$ cat src/rtl/core/pbfr_pkg.sv
// Shared types, constants and register indexes for the background fetch and render unit.
package pbfr_pkg;

  localparam int unsigned QUEUE_DEPTH_DEF = 16;
  localparam int unsigned TILE_PIXELS     = 8;

  localparam int unsigned CFG_IDX_W  = 2;
  localparam int unsigned CFG_DATA_W = 15;

  localparam logic [CFG_IDX_W-1:0] CFG_TEMP_ADDR = 2'd0;
  localparam logic [CFG_IDX_W-1:0] CFG_FINE_X    = 2'd1;
  localparam logic [CFG_IDX_W-1:0] CFG_PT_HIGH   = 2'd2;

  localparam logic [2:0] PH_NAME_REQ = 3'd0;
  localparam logic [2:0] PH_NAME_DAT = 3'd1;
  localparam logic [2:0] PH_ATTR_REQ = 3'd2;
  localparam logic [2:0] PH_ATTR_DAT = 3'd3;
  localparam logic [2:0] PH_LOW_REQ  = 3'd4;
  localparam logic [2:0] PH_LOW_DAT  = 3'd5;
  localparam logic [2:0] PH_HIGH_REQ = 3'd6;
  localparam logic [2:0] PH_HIGH_DAT = 3'd7;

  typedef struct packed {
    logic [8:0] dot_index;
    logic       prerender_line;
    logic [7:0] read_data;
  } pbfr_in_t;

  typedef struct packed {
    logic        pixel_visible;
    logic [1:0]  palette_select;
    logic [1:0]  color_index;
    logic        read_request;
    logic [13:0] read_address;
  } pbfr_out_t;

  typedef struct packed {
    logic        shift;
    logic        load;
    logic        visible;
    logic [1:0]  attr;
    logic [7:0]  pat_lo;
    logic [7:0]  pat_hi;
    logic        req;
    logic [13:0] addr;
  } pbfr_ctl_t;

endpackage

$ cat src/rtl/core/pbfr_queue_cell.sv
// One entry of the pixel shift queue: takes its right neighbour or a tile pixel.
module pbfr_queue_cell (
  input  logic       clk,
  input  logic       rst_n,
  input  logic       shift_en,
  input  logic       load_en,
  input  logic [3:0] load_val,
  input  logic [3:0] shift_in,
  output logic [3:0] q
);

  logic [3:0] q_r;
  logic [3:0] q_nxt;

  always_comb begin
    q_nxt = q_r;
    if (shift_en) begin
      q_nxt = load_en ? load_val : shift_in;
    end
  end

  always_ff @(posedge clk) begin
    if (!rst_n) begin
      q_r <= '0;
    end else begin
      q_r <= q_nxt;
    end
  end

  assign q = q_r;

endmodule

$ cat src/rtl/core/pbfr_fetch.sv
// Scroll address, tile fetch sequencing and video memory request generation.
module pbfr_fetch (
  input  logic                             clk,
  input  logic                             rst_n,
  input  logic                             step,
  input  pbfr_pkg::pbfr_in_t               in_item,
  input  logic                             cfg_we,
  input  logic [pbfr_pkg::CFG_IDX_W-1:0]   cfg_index,
  input  logic [pbfr_pkg::CFG_DATA_W-1:0]  cfg_data,
  output pbfr_pkg::pbfr_ctl_t              ctl
);
  import pbfr_pkg::*;

  logic [14:0] temp_addr_r;
  logic        pt_high_r;
  logic [14:0] v_r, v_nxt;
  logic [7:0]  name_r, name_nxt;
  logic [1:0]  attr_r, attr_nxt;
  logic [7:0]  pat_lo_r, pat_lo_nxt;
  logic [13:0] pat_addr_r, pat_addr_nxt;

  logic [8:0]  dot;
  logic        active;
  logic [2:0]  phase;
  logic [8:0]  dot_m1;
  logic [13:0] low_addr;

  localparam logic [14:0] HORIZ_BITS = 15'h041F;
  localparam logic [14:0] VERT_BITS  = 15'h7BE0;

  function automatic logic [14:0] step_x(input logic [14:0] v);
    logic [14:0] r;
    r = v;
    if (v[4:0] == 5'd31) begin
      r[4:0] = '0;
      r[10]  = ~v[10];
    end else begin
      r[4:0] = v[4:0] + 5'd1;
    end
    return r;
  endfunction

  function automatic logic [14:0] step_y(input logic [14:0] v);
    logic [14:0] r;
    logic [2:0]  fy;
    logic [4:0]  cy;
    r  = v;
    fy = v[14:12];
    cy = v[9:5];
    if (fy != 3'd7) begin
      fy = fy + 3'd1;
    end else begin
      fy = '0;
      if (cy == 5'd29) begin
        cy    = '0;
        r[11] = ~v[11];
      end else if (cy == 5'd31) begin
        cy = '0;
      end else begin
        cy = cy + 5'd1;
      end
    end
    r[14:12] = fy;
    r[9:5]   = cy;
    return r;
  endfunction

  assign dot      = in_item.dot_index;
  assign active   = ((dot >= 9'd1) && (dot <= 9'd256)) || ((dot >= 9'd321) && (dot <= 9'd336));
  assign dot_m1   = dot - 9'd1;
  assign phase    = dot_m1[2:0];
  assign low_addr = {1'b0, pt_high_r, name_r, 1'b0, v_r[14:12]};

  always_comb begin
    v_nxt        = v_r;
    name_nxt     = name_r;
    attr_nxt     = attr_r;
    pat_lo_nxt   = pat_lo_r;
    pat_addr_nxt = pat_addr_r;
    ctl          = '0;
    ctl.shift    = active;
    ctl.visible  = active && !in_item.prerender_line && (dot <= 9'd256);
    ctl.attr     = attr_r;
    ctl.pat_lo   = pat_lo_r;
    ctl.pat_hi   = in_item.read_data;
    if (active) begin
      case (phase)
        PH_NAME_REQ: begin
          ctl.req  = 1'b1;
          ctl.addr = {2'b10, v_r[11:0]};
        end
        PH_NAME_DAT: begin
          name_nxt = in_item.read_data;
        end
        PH_ATTR_REQ: begin
          ctl.req  = 1'b1;
          ctl.addr = {2'b10, v_r[11:10], 4'b1111, v_r[9:7], v_r[4:2]};
        end
        PH_ATTR_DAT: begin
          case ({v_r[6], v_r[1]})
            2'b00:   attr_nxt = in_item.read_data[1:0];
            2'b01:   attr_nxt = in_item.read_data[3:2];
            2'b10:   attr_nxt = in_item.read_data[5:4];
            default: attr_nxt = in_item.read_data[7:6];
          endcase
        end
        PH_LOW_REQ: begin
          pat_addr_nxt = low_addr;
          ctl.req      = 1'b1;
          ctl.addr     = low_addr;
        end
        PH_LOW_DAT: begin
          pat_lo_nxt = in_item.read_data;
        end
        PH_HIGH_REQ: begin
          pat_addr_nxt = pat_addr_r + 14'd8;
          ctl.req      = 1'b1;
          ctl.addr     = pat_addr_nxt;
        end
        default: begin
          ctl.load = 1'b1;
          v_nxt    = step_x(v_r);
        end
      endcase
      if (dot == 9'd256) begin
        v_nxt = step_y(v_nxt);
      end
    end else if (dot == 9'd257) begin
      v_nxt = (v_r & ~HORIZ_BITS) | (temp_addr_r & HORIZ_BITS);
    end else if ((dot >= 9'd280) && (dot <= 9'd304) && in_item.prerender_line) begin
      v_nxt = (v_r & ~VERT_BITS) | (temp_addr_r & VERT_BITS);
    end
  end

  always_ff @(posedge clk) begin
    if (!rst_n) begin
      temp_addr_r <= '0;
      pt_high_r   <= 1'b0;
      v_r         <= '0;
      name_r      <= '0;
      attr_r      <= '0;
      pat_lo_r    <= '0;
      pat_addr_r  <= '0;
    end else begin
      if (cfg_we && (cfg_index == CFG_TEMP_ADDR)) begin
        temp_addr_r <= cfg_data[14:0];
      end
      if (cfg_we && (cfg_index == CFG_PT_HIGH)) begin
        pt_high_r <= cfg_data[0];
      end
      if (step) begin
        v_r        <= v_nxt;
        name_r     <= name_nxt;
        attr_r     <= attr_nxt;
        pat_lo_r   <= pat_lo_nxt;
        pat_addr_r <= pat_addr_nxt;
      end
    end
  end

endmodule

$ cat src/rtl/core/ppu_background_fetch_render_unit.sv
// Top level of the background fetch and render unit: queue cells, fetch logic, result register.
//
//  channel | ports                                   | direction
//  input   | in_valid, in_ready, in_data             | one dot per request
//  result  | out_valid, out_ready, out_data          | one result per dot
//  config  | cfg_we, cfg_index, cfg_data             | write only, no wait
//
// One dot per cycle while results drain; each result appears the cycle after its dot is taken.
// The whole step (queue shift, fetch, scroll update) is done in the cycle of acceptance.
// The result register frees in_ready whenever it is empty or being taken.
// Synchronous active-low reset clears scroll, fetch registers, queue and config.
module ppu_background_fetch_render_unit #(
  parameter int unsigned QUEUE_DEPTH = pbfr_pkg::QUEUE_DEPTH_DEF
) (
  input  logic                             clk,
  input  logic                             rst_n,
  input  logic                             in_valid,
  output logic                             in_ready,
  input  pbfr_pkg::pbfr_in_t               in_data,
  output logic                             out_valid,
  input  logic                             out_ready,
  output pbfr_pkg::pbfr_out_t              out_data,
  input  logic                             cfg_we,
  input  logic [pbfr_pkg::CFG_IDX_W-1:0]   cfg_index,
  input  logic [pbfr_pkg::CFG_DATA_W-1:0]  cfg_data
);
  import pbfr_pkg::*;

  localparam int unsigned QW    = $clog2(QUEUE_DEPTH);
  localparam int unsigned FIRST = QUEUE_DEPTH - TILE_PIXELS;

  logic        accept;
  pbfr_ctl_t   ctl;
  logic [3:0]  queue [QUEUE_DEPTH];
  logic [3:0]  entry;
  logic [2:0]  fine_x_r;
  logic        out_valid_r;
  pbfr_out_t   out_data_r, out_data_nxt;

  assign in_ready = !out_valid_r || out_ready;
  assign accept   = in_valid && in_ready;

  pbfr_fetch u_fetch (
    .clk       (clk),
    .rst_n     (rst_n),
    .step      (accept),
    .in_item   (in_data),
    .cfg_we    (cfg_we),
    .cfg_index (cfg_index),
    .cfg_data  (cfg_data),
    .ctl       (ctl)
  );

  for (genvar i = 0; i < QUEUE_DEPTH; i++) begin : g_cell
    logic [3:0] load_val;
    logic       load_en;
    logic [3:0] shift_in;
    if (i >= FIRST) begin : g_tail
      localparam int unsigned B = TILE_PIXELS - 1 - (i - FIRST);
      assign load_en  = ctl.load;
      assign load_val = {ctl.attr, ctl.pat_hi[B], ctl.pat_lo[B]};
    end else begin : g_head
      assign load_en  = 1'b0;
      assign load_val = '0;
    end
    if (i == QUEUE_DEPTH - 1) begin : g_last
      assign shift_in = queue[i];
    end else begin : g_mid
      assign shift_in = queue[i+1];
    end
    pbfr_queue_cell u_cell (
      .clk      (clk),
      .rst_n    (rst_n),
      .shift_en (accept && ctl.shift),
      .load_en  (load_en),
      .load_val (load_val),
      .shift_in (shift_in),
      .q        (queue[i])
    );
  end

  assign entry = queue[QW'(fine_x_r)];

  always_comb begin
    out_data_nxt                = '0;
    out_data_nxt.read_request   = ctl.req;
    out_data_nxt.read_address   = ctl.addr;
    if (ctl.visible) begin
      out_data_nxt.pixel_visible  = 1'b1;
      out_data_nxt.color_index    = entry[1:0];
      out_data_nxt.palette_select = (entry[1:0] != 2'd0) ? entry[3:2] : 2'd0;
    end
  end

  always_ff @(posedge clk) begin
    if (!rst_n) begin
      out_valid_r <= 1'b0;
      fine_x_r    <= '0;
    end else begin
      if (accept) begin
        out_valid_r <= 1'b1;
      end else if (out_ready) begin
        out_valid_r <= 1'b0;
      end
      if (cfg_we && (cfg_index == CFG_FINE_X)) begin
        fine_x_r <= cfg_data[2:0];
      end
    end
  end

  always_ff @(posedge clk) begin
    if (accept) begin
      out_data_r <= out_data_nxt;
    end
  end

  assign out_valid = out_valid_r;
  assign out_data  = out_data_r;

`ifndef SYNTHESIS
  a_stall_blocks_input: assert property (@(posedge clk) disable iff (!rst_n)
    out_valid_r && !out_ready |-> !in_ready)
    else $error("input taken while result stalled");

  a_visible_dot: assert property (@(posedge clk) disable iff (!rst_n)
    accept && !in_data.prerender_line && (in_data.dot_index >= 9'd1)
      && (in_data.dot_index <= 9'd256) |=> out_valid_r && out_data_r.pixel_visible)
    else $error("visible dot gave no pixel");

  a_transparent: assert property (@(posedge clk) disable iff (!rst_n)
    out_valid_r && (out_data_r.color_index == 2'd0) |-> out_data_r.palette_select == 2'd0)
    else $error("palette on transparent pixel");

  a_no_request_addr: assert property (@(posedge clk) disable iff (!rst_n)
    out_valid_r && !out_data_r.read_request |-> out_data_r.read_address == 14'd0)
    else $error("address without request");
`endif

endmodule
$ cat config.mk
export PLATFORM = sky130hd
export DESIGN_NAME = ppu_background_fetch_render_unit
export DESIGN_NICKNAME = d
export VERILOG_FILES = /design/src/rtl/core/pbfr_pkg.sv /design/src/rtl/core/pbfr_queue_cell.sv /design/src/rtl/core/pbfr_fetch.sv /design/src/rtl/core/ppu_background_fetch_render_unit.sv
export SDC_FILE = /design/constraint.sdc
export NUM_CORES = 1
export LEC_CHECK = 0
export ABC_AREA = 0
export BUFFER_PORTS_ARGS = -buffer_cell sky130_fd_sc_hd__buf_2
export CORE_ASPECT_RATIO = 1.5
export CORE_MARGIN = 1.5
export CORE_UTILIZATION = 46
export CTS_BUF_LIST = sky130_fd_sc_hd__clkbuf_8
export CTS_CLUSTER_SIZE = 20
export DETAILED_ROUTE_END_ITERATION = 12
export GPL_TIMING_DRIVEN = 0
export SLEW_MARGIN = 10
export SYNTH_ARGS = -nofsm -noshare
export SYNTH_HDL_FRONTEND = slang
export SYNTH_SLANG_ARGS = --single-unit
$ cat constraint.sdc
create_clock -name clk -period 5.4 [get_ports clk]
set_clock_uncertainty 0.1 [all_clocks]
set_input_delay 0.54 -clock clk [delete_from_list [all_inputs] [get_ports clk]]
set_output_delay 0.54 -clock clk [all_outputs]
set_load 0.05 [all_outputs]
==> out/results.ini <==
[sta]
unrepaired_setup_endpoints_after_global_routing = no
worst-slew-pin-transition_ps = 970
fin_setup_tns_ps = 0
hold_viol_final = 0
postLayoutSetupSlackWorst_ps = 1230
final.period_utilization_pct = 77.3
final_max_slew_viol_count = 0
setup_viol = 0
finalCriticalPeriod_ps = 4170
timing.fmax_mhz = 240
timing.max_slew.rel_slack_pct = 34.8

[clock_network]
clk_transition_reported_paths_ps = 80
worst_skew_pair.late_latency_ps = 440
tritoncts.num_buffers = 17
htree_num_levels = 4
cts_hold_buffers = 0
tritoncts = built
clkSinkCount = 151
clk_path_buf_depth = 2
post-cts-setup-buffer-count = 0
root_buffer = sky130_fd_sc_hd__clkbuf_8
ctsResizeCount = 0

[critical_path]
path_common_cell = sky130_fd_sc_hd__clkbuf_1
ff2ff_setup_slack_ps = 2400
crit_path_top_delay_cell = sky130_fd_sc_hd__clkbuf_1
crit_path_cell_trace = buf_2, clkbuf_1, clkbuf_1, clkbuf_1, nor2_1, ha_1, clkbuf_1, o21ai_0, clkbuf_1, inv_2, nand3_1, clkbuf_1, nand2_1, a21oi_1
critical_path.reg2reg.endpoint = g_cell[11].u_cell.q[1]
critical_path_required_ps = 5670
startpoint_type = input pin
worst_setup_path_end_kind = flop
worst-setup-path-type = input pin to flop
register_to_register_path_depth = 9
worstReg2RegStart = out_valid
timing.critical_path.arrival_ps = 4440
path_max_fanout = 10
cpPeakStageDelay_ps = 480

[cells_and_area]
layout.cell_area.non_filler_um2 = 7950
num-fill-cells = 1509
multi_input_comb_area_um2 = 3510
ff_latch_area_um2 = 3220
syn2layout_area_growth_pct = 12.9
final_net_count = 950
insertedDiodeCount = 0
post_route_cells_drive_above_1_share_pct = 13.5

[routing]
ant_nets = 0
num_vias = 6375
route.detailed.vias_per_inst = 5.73
first_drt_iteration_drcs = 426
routed_wirelength_um = 19700
firstDrtPassIters = 7
drc_errors = 0
drt_wl_cell_um = 17.7

[global_routing]
grt_pass1_vias = 6297
grt_util_all_layers_pct = 25.2
grt_start_max_net_pins = 23
grt_pass1_wl_um = 32100
antenna_found_initial = 0
grt_overflow = 0

[placed_design]
detailedPlacementHpwl_um = 14900
detailed_place.area_um2 = 7570
port_buffers = 57
finalWeightedCongestion = 0.928
worst_slack_at_placement_ps = 825

[logic_synthesis]
post_synth_inst_count = 825
syn-mean-instance-area_um2 = 8.53
yosys_register_bits = 151
post-synth-top-area-fraction_pct = 37.3
post_synth_main_area_contributors = sky130_fd_sc_hd__dfxtp_1 (37%), sky130_fd_sc_hd__nand2_1 (11%), sky130_fd_sc_hd__edfxtp_1 (8.5%), sky130_fd_sc_hd__a21oi_1 (7.1%), sky130_fd_sc_hd__mux2i_1 (4.6%)
dominantRegCellSynth = sky130_fd_sc_hd__dfxtp_1
netlist-cell-type-count = 57
yosysWarnings = 0
yosysSeqAreaShare_pct = 45.8
synth.net_count = 874
synth_top_area_cell = sky130_fd_sc_hd__dfxtp_1
mappedNetlistArea_um2 = 7040
synth_edf_count = 20
async_reset_ff_share_pct = 0

[pwr]
vdd.ir_drop.worst_uv = 171
pwr_density_cell_nw_per_um2 = 287
cellLeakagePower_uw = 0.00286

[floorplan]
placeableCoreArea_um2 = 15000
floorplan.die.width_um = 104
boundaryPins = 62
floorplan.initialDensity_pct = 46.9
die_h_um = 155
placement_rows = 55
floorplan_die_area_um2 = 16100

[flow_run]
maxCapViolations = 0

[hold_path]
hp-class = input pin to flop
min_delay_path_depth = 3
hold_end = u_fetch.temp_addr_r[8]
worst_hold_startpoint = cfg_data[8]

[status]
outcome = finished clean

[routing by layer]
layer / up-vias / track usage [%] / share of wire [%]
met5: - / 0 / 0
met4: 0 / 11.8 / 3.4
met3: 45 / 4.13 / 4.3
met2: 187 / 45.6 / 52
met1: 3071 / 28.9 / 41
li1: 3072 / - / -
[critical path, delay by kind of cell]
| family | cells | cell delay, ps |
|---|---|---|
| buffers and inverters | 8 | 2680 |
| AO/OA/AOI/OAI | 2 | 560 |
| AND/OR/NAND/NOR | 3 | 380 |
| adder cells (fa/ha/maj) | 1 | 280 |
[state kept, by name, indices dropped and copies added (netlist names)]
name / cells
fine_x_r: 3
u_fetch.pt_high_r: 1
out_valid: 1
u_fetch.v_r: 15
u_fetch.pat_addr_r: 14
u_fetch.temp_addr_r: 15
u_fetch.name_r: 8
u_fetch.pat_lo_r: 8
u_fetch.attr_r: 2
g_cell.u_cell.q: 64
out_data: 20
[synth_stat cells, types with 3 or more instances]
cell / number
sky130_fd_sc_hd__nand2_1: 208
sky130_fd_sc_hd__ha_1: 9
sky130_fd_sc_hd__inv_1: 15
sky130_fd_sc_hd__o32ai_1: 5
sky130_fd_sc_hd__nor2_1: 52
sky130_fd_sc_hd__edfxtp_1: 20
sky130_fd_sc_hd__dfxtp_1: 131
sky130_fd_sc_hd__a22oi_1: 4
sky130_fd_sc_hd__buf_2: 8
sky130_fd_sc_hd__nor3_1: 13
sky130_fd_sc_hd__nand2b_1: 4
sky130_fd_sc_hd__mux2i_1: 32
sky130_fd_sc_hd__clkbuf_1: 44
sky130_fd_sc_hd__xnor2_1: 6
sky130_fd_sc_hd__a221oi_1: 3
sky130_fd_sc_hd__a211oi_1: 5
sky130_fd_sc_hd__o21ai_0: 33
sky130_fd_sc_hd__o22ai_1: 3
sky130_fd_sc_hd__buf_1: 7
sky130_fd_sc_hd__nand3b_1: 4
sky130_fd_sc_hd__and3_1: 11
sky130_fd_sc_hd__a21oi_1: 100
sky130_fd_sc_hd__mux4_2: 14
sky130_fd_sc_hd__nand3_1: 15
sky130_fd_sc_hd__a31oi_1: 7
sky130_fd_sc_hd__and2_1: 4
sky130_fd_sc_hd__nand4_1: 5
sky130_fd_sc_hd__mux2_2: 3
sky130_fd_sc_hd__a311oi_1: 15
sky130_fd_sc_hd__o31ai_1: 6
sky130_fd_sc_hd__xor2_1: 4
[cell type report]
cell class,count,area share [%]
Timing Repair Buffer,57,3.59
Buffer,60,3.05
Clock inverter,12,1.23
Tap cell,199,3.13
Clock buffer,20,3.46
Sequential cell,151,40.6
Inverter,16,0.756
Multi-Input combinational cell,598,44.2
[per-stage QoR]
stage          hold WS [ps]  util (%)  std cells  total power [µW]
6_report                235      53.0       1113              2280
3_3_place_gp            340      50.5       1081              1470
3_5_place_dp            350      50.5       1081              1480
2_1_floorplan           329         -        825              1390
4_1_cts                 212      53.0       1113              2300
5_1_grt                 224      53.0       1113              2370
[how the worst max path moves through the flow]
stage	startpoint	end	depth (start not counted)
finish	in_data[10]	g_cell[8].u_cell.q[3]	14
global route	in_data[10]	g_cell[14].u_cell.q[2]	14
CTS	in_data[10]	g_cell[8].u_cell.q[3]	14
detailed placement	in_data[10]	g_cell[11].u_cell.q[3]	14
global placement	in_data[10]	g_cell[8].u_cell.q[3]	14
floorplan	in_data[10]	u_fetch.v_r[10]	11
[cell usage in the layout (no fill, tap or decap), types with 4 or more instances in the layout]
master,synthesis,routed
sky130_fd_sc_hd__a31oi_1,7,7
sky130_fd_sc_hd__and2_1,4,4
sky130_fd_sc_hd__mux4_2,14,14
sky130_fd_sc_hd__clkbuf_1,44,44
sky130_fd_sc_hd__mux2i_1,32,32
sky130_fd_sc_hd__and3_1,11,11
sky130_fd_sc_hd__nand2b_1,4,4
sky130_fd_sc_hd__o32ai_1,5,5
sky130_fd_sc_hd__nand4_1,5,5
sky130_fd_sc_hd__nand3_1,15,15
sky130_fd_sc_hd__a211oi_1,5,5
sky130_fd_sc_hd__a21oi_1,100,100
sky130_fd_sc_hd__o21ai_0,33,33
sky130_fd_sc_hd__a22oi_1,4,4
sky130_fd_sc_hd__nor3_1,13,13
sky130_fd_sc_hd__xnor2_1,6,6
sky130_fd_sc_hd__o31ai_1,6,6
sky130_fd_sc_hd__buf_1,7,7
sky130_fd_sc_hd__nor2_1,52,52
sky130_fd_sc_hd__ha_1,9,9
sky130_fd_sc_hd__nand3b_1,4,4
sky130_fd_sc_hd__xor2_1,4,4
sky130_fd_sc_hd__clkinv_2,0,5
sky130_fd_sc_hd__buf_2,8,65
sky130_fd_sc_hd__a311oi_1,15,15
sky130_fd_sc_hd__nand2_1,208,208
sky130_fd_sc_hd__edfxtp_1,20,20
sky130_fd_sc_hd__dfxtp_1,131,131
sky130_fd_sc_hd__inv_1,15,16
sky130_fd_sc_hd__clkbuf_8,0,20
[power by group]
part           leakage [µW]  internal [µW]  switching [µW]
Combinational       0.00140           74.9             184
Sequential          0.00126           1170            22.1
Clock              0.000205            400             432
Total               0.00286           1650             638
[kinds of logic after synthesis]
group | synth area share [%]
AND/OR/NAND/NOR | 20.5
AO/OA/AOI/OAI | 17.0
flip-flops | 45.8
buffers and inverters | 4.30
multiplexers | 9.51
XOR/XNOR | 1.24
adder cells (fa/ha/maj) | 1.60
Note: power is estimated with default switching activity, not from simulation.
